===== config.mk =====
export PLATFORM = sky130hd
export DESIGN_NAME = drlm_cmp
export DESIGN_NICKNAME = d
export VERILOG_FILES = /design/src/hdl/drlm_pkg.sv /design/src/hdl/drlm_cmp.sv
export SDC_FILE = /design/constraint.sdc
export NUM_CORES = 1
export LEC_CHECK = 0
export BUFFER_PORTS_ARGS = -buffer_cell sky130_fd_sc_hd__buf_2
export CORE_MARGIN = 4
export CORE_UTILIZATION = 45
export DETAILED_ROUTE_END_ITERATION = 10
export PLACE_DENSITY = 0.8
export SLEW_MARGIN = 10
export SYNTH_ARGS = -nofsm -noshare
export SYNTH_HDL_FRONTEND = slang
export SYNTH_SLANG_ARGS = --single-unit

===== constraint.sdc =====
create_clock -name vclk -period 2.8
set_input_delay 0.28 -clock vclk [all_inputs]
set_output_delay 0.28 -clock vclk [all_outputs]
set_load 0.01 [all_outputs]

===== src/hdl/drlm_pkg.sv =====
`timescale 1ns / 1ps
package drlm_pkg;

  localparam int MAX_RECTS_DEF = 64;
  localparam int COORD_W       = 16;
  localparam int SIZE_W        = 15;
  localparam int COUNT_W       = 7;

  typedef enum logic [1:0] {
    CMD_ADD   = 2'd0,
    CMD_QUERY = 2'd1,
    CMD_CLEAR = 2'd2,
    CMD_NOP   = 2'd3
  } cmd_t;

  typedef enum logic {
    REG_SCREEN_WIDTH  = 1'b0,
    REG_SCREEN_HEIGHT = 1'b1
  } reg_idx_t;

  typedef struct packed {
    logic signed [COORD_W-1:0] l;
    logic signed [COORD_W-1:0] t;
    logic signed [COORD_W-1:0] r;
    logic signed [COORD_W-1:0] b;
  } rect_t;

  typedef struct packed {
    cmd_t                      cmd;
    logic signed [COORD_W-1:0] rect_left;
    logic signed [COORD_W-1:0] rect_top;
    logic signed [COORD_W-1:0] rect_right;
    logic signed [COORD_W-1:0] rect_bottom;
  } in_item_t;

  typedef struct packed {
    logic               is_dirty_hit;
    logic               whole_dirty;
    logic [COUNT_W-1:0] entry_count;
  } out_item_t;

  typedef struct packed {
    logic contains;
    logic overlap;
  } cmp_res_t;

endpackage


===== src/hdl/drlm_cmp.sv =====
`timescale 1ns / 1ps
module drlm_cmp (
  input  drlm_pkg::rect_t    a,
  input  drlm_pkg::rect_t    e,
  output drlm_pkg::cmp_res_t res,
  output drlm_pkg::rect_t    bbox
);
  import drlm_pkg::*;

  always_comb begin
    res.contains = (a.l >= e.l) && (a.t >= e.t) && (a.r <= e.r) && (a.b <= e.b);
    res.overlap  = (a.l < e.r) && (e.l < a.r) && (a.t < e.b) && (e.t < a.b);
    bbox.l = (e.l < a.l) ? e.l : a.l;
    bbox.t = (e.t < a.t) ? e.t : a.t;
    bbox.r = (e.r > a.r) ? e.r : a.r;
    bbox.b = (e.b > a.b) ? e.b : a.b;
  end
endmodule


==> impl_metrics.tcl <==
set metrics [dict create \
    grt_max_degree 15 \
    whs_ns 0.865 \
    synth_top_area_share_pct 40.1 \
    nets 983 \
    hold_path_class "in -> out" \
    syn_nets 759 \
    finalSetupViolations 14 \
    yosysSeqAreaShare_pct 0 \
    multiInputGateArea_um2 3810 \
    critPathRequiredTime_ns 2.52 \
    wirelength_um 14800 \
    antenna_left 0 \
    avgSynthCellArea_um2 7.63 \
    path_max_fanout 6 \
    maxSlewHeadroom_pct 73.5 \
    grt_pass1_vias 4808 \
    drive_gt1_share_pct 42.7 \
    die-area_um2 10100 \
    dp_hpwl_um 11800 \
    antenna_found_initial 0 \
    critPathKind "in -> out" \
    fin_ws_ns -0.0905 \
    fin_crit_sh_pct 103 \
    ir_drop_mv 0.158 \
    grtUsageTotal_pct 26.0 \
    post-route-util_pct 70.8 \
    hold_violations 0 \
    n_sequential_cell 0 \
    routedWlPerCell_um 17.8 \
    fp.dieW_um 101 \
    slew_violations 0 \
    grt_pass1_wl_um 21900 \
    drv_cap 0 \
    post-route-drc-count 0 \
    critical_path_arrival_ns 2.61 \
    tightest_slew_ns 0.394 \
    ys_top_cells_by_area "ha_1, inv_1, mux2i_1" \
    vias 4786 \
    pwr_density_cell_nw_per_um2 230 \
    area_growth_pct 51.9 \
    io_pins 194 \
    initial_core_util_pct 46.6 \
    violations "negative setup slack" \
    synthTopCellsByCount "ha_1, inv_1, a21oi_1" \
    grt-ovfl-total 0 \
    endpoint_kind "primary output" \
    vias_per_cell 5.74 \
    fin_crit_ns 2.89 \
    drt_iter0_drc 186 \
    fp.dieH_um 101 \
    num_rows 33 \
    p_leak_nw 3.28 \
    synth.most_common_cell "ha_1" \
    antenna_cells 0 \
    ys_warn_count 0 \
    yosys.cell_types.count 51 \
    fillers 618 \
    first_pass_iters 6 \
    synth_area_um2 3870 \
    status "finished, violations left" \
    cp-start-kind "input pin" \
    syn_inst 507 \
    clkbuf_count 0 \
    rsz0062_at_grt "yes" \
    max_freq_ghz 0.346 \
    placed_area_um2 5100 \
    synth_area_leader_cell "ha_1" \
    regArea_um2 0 \
    core-area_um2 8300 \
    gp_congestion 0.912 \
    port_buffers 194 \
    hold_buffers 0 \
    fin_area_um2 5870 \
]
## logic make-up (layout without fill, tap and decap cells)
group,after synthesis,count (layout),share of synthesized area [%]
AO/OA/AOI/OAI,123,123,20.2
XOR/XNOR,2,2,0.453
adder cells (fa/ha/maj),124,124,40.1
buffers and inverters,105,327,11.0
multiplexers,50,50,14.6
AND/OR/NAND/NOR,103,103,13.6
## power by group
group | internal, W | total (W) | switching [W]
clock | 0 | 0 | 0
combinational | 0.000665 | 0.00135 | 0.000688
sequential | 0 | 0 | 0
total | 0.000665 | 0.00135 | 0.000688
## critical path, cell delays in order
cell and delay, ns:
buf_6 0.07, inv_4 0.04, ha_4 0.26, nand4_1 0.20, nor4_4 0.37, a21boi_2 0.25
a211oi_2 0.08, mux2_4 0.36, nand2_8 0.11, buf_12 0.14, mux2i_2 0.25, buf_2 0.18
## final cells by class
class                      instances  share of cell area [%]
inverter                          99                    6.71
timing repair buffer             228                    26.1
tap                              105                    2.24
multi-input combinational        402                    64.9
## timing repair
item / in CTS / in global routing
setup endpoints to repair: 36 / 54
cloned: 2 / 0
buffers inserted: 6 / 8
resized for setup: 56 / 78
pin swaps: 20 / 25
## per-layer routing
metal	share of wire [%]	GRT usage, %	wire length [um]	up-vias
met3	8.0	3.67	1190	53
met2	51	49.8	7490	261
met5	0	0	0	-
li1	-	-	-	2283
met1	38	29.3	5610	2189
met4	3.6	7.67	532	0
## cell usage in the layout, fill, tap and decap left out, types with 7 or more instances in the layout
cell type  netlist  routed
nand3_1          7       7
buf_4            0      29
inv_1           99      82
buf_6            2      31
ha_1           124     105
a21o_1           9       9
buf_2            1     159
nand2_1         38      36
nor2_1          14      14
a21oi_1         40      34
ha_4             0      18
o21ai_0         32      29
nand4_1         20      20
inv_2            0      10
mux2_4          11      17
mux2i_1         31      28
## path summary, 6_finish.rpt
path	cells after the start	end	start
hold / removal	3	bbox[52]	a[52]
setup / recovery	12	bbox[4]	a[14]
## metrics by stage
stage,total power [W],setup TNS [ns],worst slack [ns],instances
floorplan,0.000666,0,0.218,507
detailed placement,0.00112,-6.03,-0.238,819
CTS,0.00124,-0.132,-0.0225,827
global placement,0.00109,-4.57,-0.223,819
finish,0.00135,-0.238,-0.0905,834
global route,0.00147,-2.87,-0.177,834
Note: power is estimated with default switching activity, not from simulation.
