--- src/hdl/drlm_ram.sv ---
`timescale 1ns / 1ps
module drlm_ram #(
  parameter int WIDTH = 64,
  parameter int DEPTH = 64,
  parameter int AW    = (DEPTH > 1) ? $clog2(DEPTH) : 1
) (
  input  logic             clk,
  input  logic             we,
  input  logic [AW-1:0]    waddr,
  input  logic [WIDTH-1:0] wdata,
  input  logic [AW-1:0]    raddr,
  output logic [WIDTH-1:0] rdata
);
  logic [WIDTH-1:0] mem_r [DEPTH];
  logic [WIDTH-1:0] rdata_r;

  always_ff @(posedge clk) begin
    if (we) begin
      mem_r[waddr] <= wdata;
    end
    rdata_r <= mem_r[raddr];
  end

  assign rdata = rdata_r;
endmodule

--- config.mk ---
export PLATFORM = sky130hd
export DESIGN_NAME = drlm_ram
export DESIGN_NICKNAME = d
export VERILOG_FILES = /design/src/hdl/drlm_ram.sv
export SDC_FILE = /design/constraint.sdc
export NUM_CORES = 2
export LEC_CHECK = 0
export BUFFER_PORTS_ARGS = -buffer_cell sky130_fd_sc_hd__buf_2
export CAP_MARGIN = 25
export CORE_MARGIN = 3
export CORE_UTILIZATION = 47
export DETAILED_ROUTE_END_ITERATION = 8
export PLACE_DENSITY_LB_ADDON = 0.25
export SLEW_MARGIN = 25
export SYNTH_ARGS = -nofsm -noshare
export SYNTH_HDL_FRONTEND = slang
export SYNTH_SLANG_ARGS = --single-unit
--- constraint.sdc ---
create_clock -name clk -period 15.7 [get_ports clk]
set_input_delay 2.355 -clock clk [delete_from_list [all_inputs] [get_ports clk]]
set_output_delay 2.355 -clock clk [all_outputs]
set_load 0.01 [all_outputs]
==> flow_summary.json <==
{
  "critPathMaxStageDelay_ns": 0.79,
  "viasPerCell": 6.462,
  "power_uw": 23090,
  "power.leakage_uw": 0.05493,
  "fin_tns_setup_ns": 0,
  "ys_ff_latch": 4160,
  "switching_share_pct": 20.94,
  "post-route-drc-count": 0,
  "fin_crit_sh_pct": 37.71,
  "placed_area_mm2": 0.1632,
  "root_buffer": "clkbuf_16",
  "finalNetCount": 7073,
  "cpMostUsedCell": "buf_12",
  "post-cts-setup-buffers": 0,
  "cp_cell_sequence": "buf_12 -> buf_12 -> buf_12 -> buf_4 -> mux4_2 -> mux2i_1 -> nand2_1 -> a41oi_1 -> a211oi_1",
  "p_clk_share_pct": 42.1,
  "slew_violations": 0,
  "power.density_mw_per_mm2": 130.7,
  "critPathLaunchType": "input pin",
  "final_util_pct": 53.42,
  "gp_congestion": 0.7747,
  "drt-total-wl_um": 428400,
  "ctsLongestPathBuffers": 4,
  "period_needed_ns": 5.920,
  "tightest_slew_ns": 1.183,
  "grt_pass1_wl_um": 602200,
  "row_count": 211,
  "crit_path_end_kind": "register",
  "mostFrequentLayoutCells": "edfxtp_1, mux4_2, clkbuf_16",
  "ctsResizeCount": 0,
  "synthArstFlopShare_pct": 0,
  "worst_slack_ns": 9.780,
  "die_w_um": 582.8,
  "grt_max_degree": 137,
  "die_h_um": 582.8,
  "drive_above_1_share_pct": 28.41,
  "finClkSkew_ns": 0.04590,
  "crit_family": "buffers and inverters",
  "syn_area_mm2": 0.1563,
  "internal-power_uw": 18260,
  "syn_to_final_growth_pct": 13.02,
  "worst_ep_arrival_time_ns": 6.69,
  "synthCells": 6598,
  "drv_cap": 0,
  "yosys_warnings": 0,
  "max-vdd-ir-drop_mv": 0.09912,
  "postCtsHoldBufs": 0,
  "layout_commonest_cell": "edfxtp_1",
  "place_ws_ns": 8.620,
  "grt_usage_pct": 25.22,
  "p_switching_uw": 4836,
  "required_ns": 16.47,
  "ys_types": 33,
  "status": "finished clean",
  "cts_buffers": 410,
  "io_buffers": 141,
  "cts.sinks": 4160,
  "finalSetupViolCount": 0,
  "grt_pass1_vias": 76440,
  "cts_tree": "yes",
  "fmax_mhz": 168.9,
  "drt-initial-drc-count": 10730,
  "ant_nets": 0,
  "clk_latency_ns": 0.97,
  "h-tree-depth": 5,
  "routedWlPerCell_um": 36.56,
  "seq_power_share_pct": 53.5,
  "crit_buf_inv": 4,
  "fill_cells": 24720,
  "power_frac_comb_pct": 4.4,
  "slowest_stage": "buf_4",
  "ios": 142,
  "hold_path.class": "register to register",
  "grt_overflow_total": 0,
  "hpwl_um": 227500,
  "syn_area_per_cell_um2": 23.70,
  "vias": 75730,
  "path_clk_slew_ns": 0.06,
  "synth_nets": 6676,
  "dr.pass1.iters": 6,
  "die-area_mm2": 0.3396,
  "rsz0062_at_grt": "false",
  "synth_top_flop_cell": "edfxtp_1",
  "path_class": "input pin to register",
  "antenna_found_initial": 37,
  "initial_core_util_pct": 47.26,
  "cp_max_fo": 87,
  "synth_edf_count": 4096,
  "final_cell_area_mm2": 0.1767,
  "hold_viol": 0,
  "synth_seq_area_share_pct": 79.49,
  "core-area_mm2": 0.3308,
  "max_slew_margin_pct": 21.12
}
==> worst reg2reg max path: cells and delay by family (launching register included) <==
| kind | cells | cell delay (ns) |
|---|---|---|
| AOI/OAI and AO/OA | 2 | 0.95 |
| muxes | 1 | 0.44 |
| and+or+nand+nor | 2 | 0.40 |
| DFF | 1 | 0.37 |
==> power by group through the flow <==
stage	sequential (uW)	combinational (uW)	clock [uW]
finish	12400	1020	9720
global placement	12600	1000	0
detailed placement	12600	1020	0
floorplan	12600	573	0
global route	12400	1090	10300
CTS	12400	1020	9840
==> registers in the layout, summed over array words and instances (netlist names) <==
name / cells
mem_r: 4096
rdata: 64
==> cells by family after synthesis <==
family	count (synthesis)	share of synthesized area [%]
multiplexers	1159	15.61
AND/OR/NAND/NOR	386	1.240
flip-flops	4160	79.49
AO/OA/AOI/OAI	504	2.477
buffers and inverters	389	1.180
==> final timing paths <==
| kind | cells past startpoint | start | endpoint | slack, ns |
|---|---|---|---|---|
| worst min-delay path | 4 | mem_r[39][50] | rdata[50] | 0.84 |
| worst max-delay path | 9 | raddr[0] | rdata[35] | 9.78 |
| worst max register to register | 5 | mem_r[8][62] | rdata[62] | 13.43 |
| worst min register to register | 4 | mem_r[39][50] | rdata[50] | 0.84 |
==> area by class of cell <==
class                           instances  area [um^2]  area share (%)
Clock inverter                        226         2252           1.275
Multi-Input combinational cell       2049        30790           17.42
Antenna cell                           15        37.54         0.02124
Clock buffer                          529        11010           6.232
Tap cell                             4366         5463           3.091
Inverter                               19        71.32         0.04036
Sequential cell                      4160       124300           70.33
Timing Repair Buffer                  355         2804           1.587
==> metrics by stage <==
step           hold WS, ns  instances
6_report            0.8365      11720
3_5_place_dp        0.8268      10940
2_1_floorplan       0.7878       6598
4_1_cts             0.8390      11700
5_1_grt             0.8669      11710
3_3_place_gp        0.8143      10940
==> cell usage after synthesis (3+ instances only) <==
library cell  count  area, um^2
a211oi_1         63       473.0
a22o_1           88       770.7
a22oi_1         168        1261
a2bb2oi_1        19       166.4
a31oi_1          18       112.6
a41oi_1          26       227.7
and2_1            3       18.77
and3_1           64       400.4
buf_1            20       75.07
buf_2           170       850.8
buf_4            34       255.2
buf_6             6       67.56
clkbuf_1        140       525.5
dfxtp_1          64        1281
edfxtp_1       4096      123000
inv_1            19       71.32
mux2i_1         135        1351
mux4_2         1024       23060
nand2_1          58       217.7
nand2b_1         11       68.82
nand3_1          45       225.2
nor2_1          112       420.4
nor2b_1          28       175.2
o221ai_1         38       332.8
o22ai_1          83       519.3
or2_2            28       175.2
or3_1            29       181.4
==> per-layer routing <==
metal / global-route usage [%] / up-vias / part of all wire [%]
li1: - / 29330 / -
met1: 35.95 / 41610 / 39
met2: 40.43 / 4104 / 49
met3: 4.199 / 670 / 9.3
met4: 7.495 / 22 / 2.9
met5: 0 / - / 0.030
(Power assumes the default switching activity.)
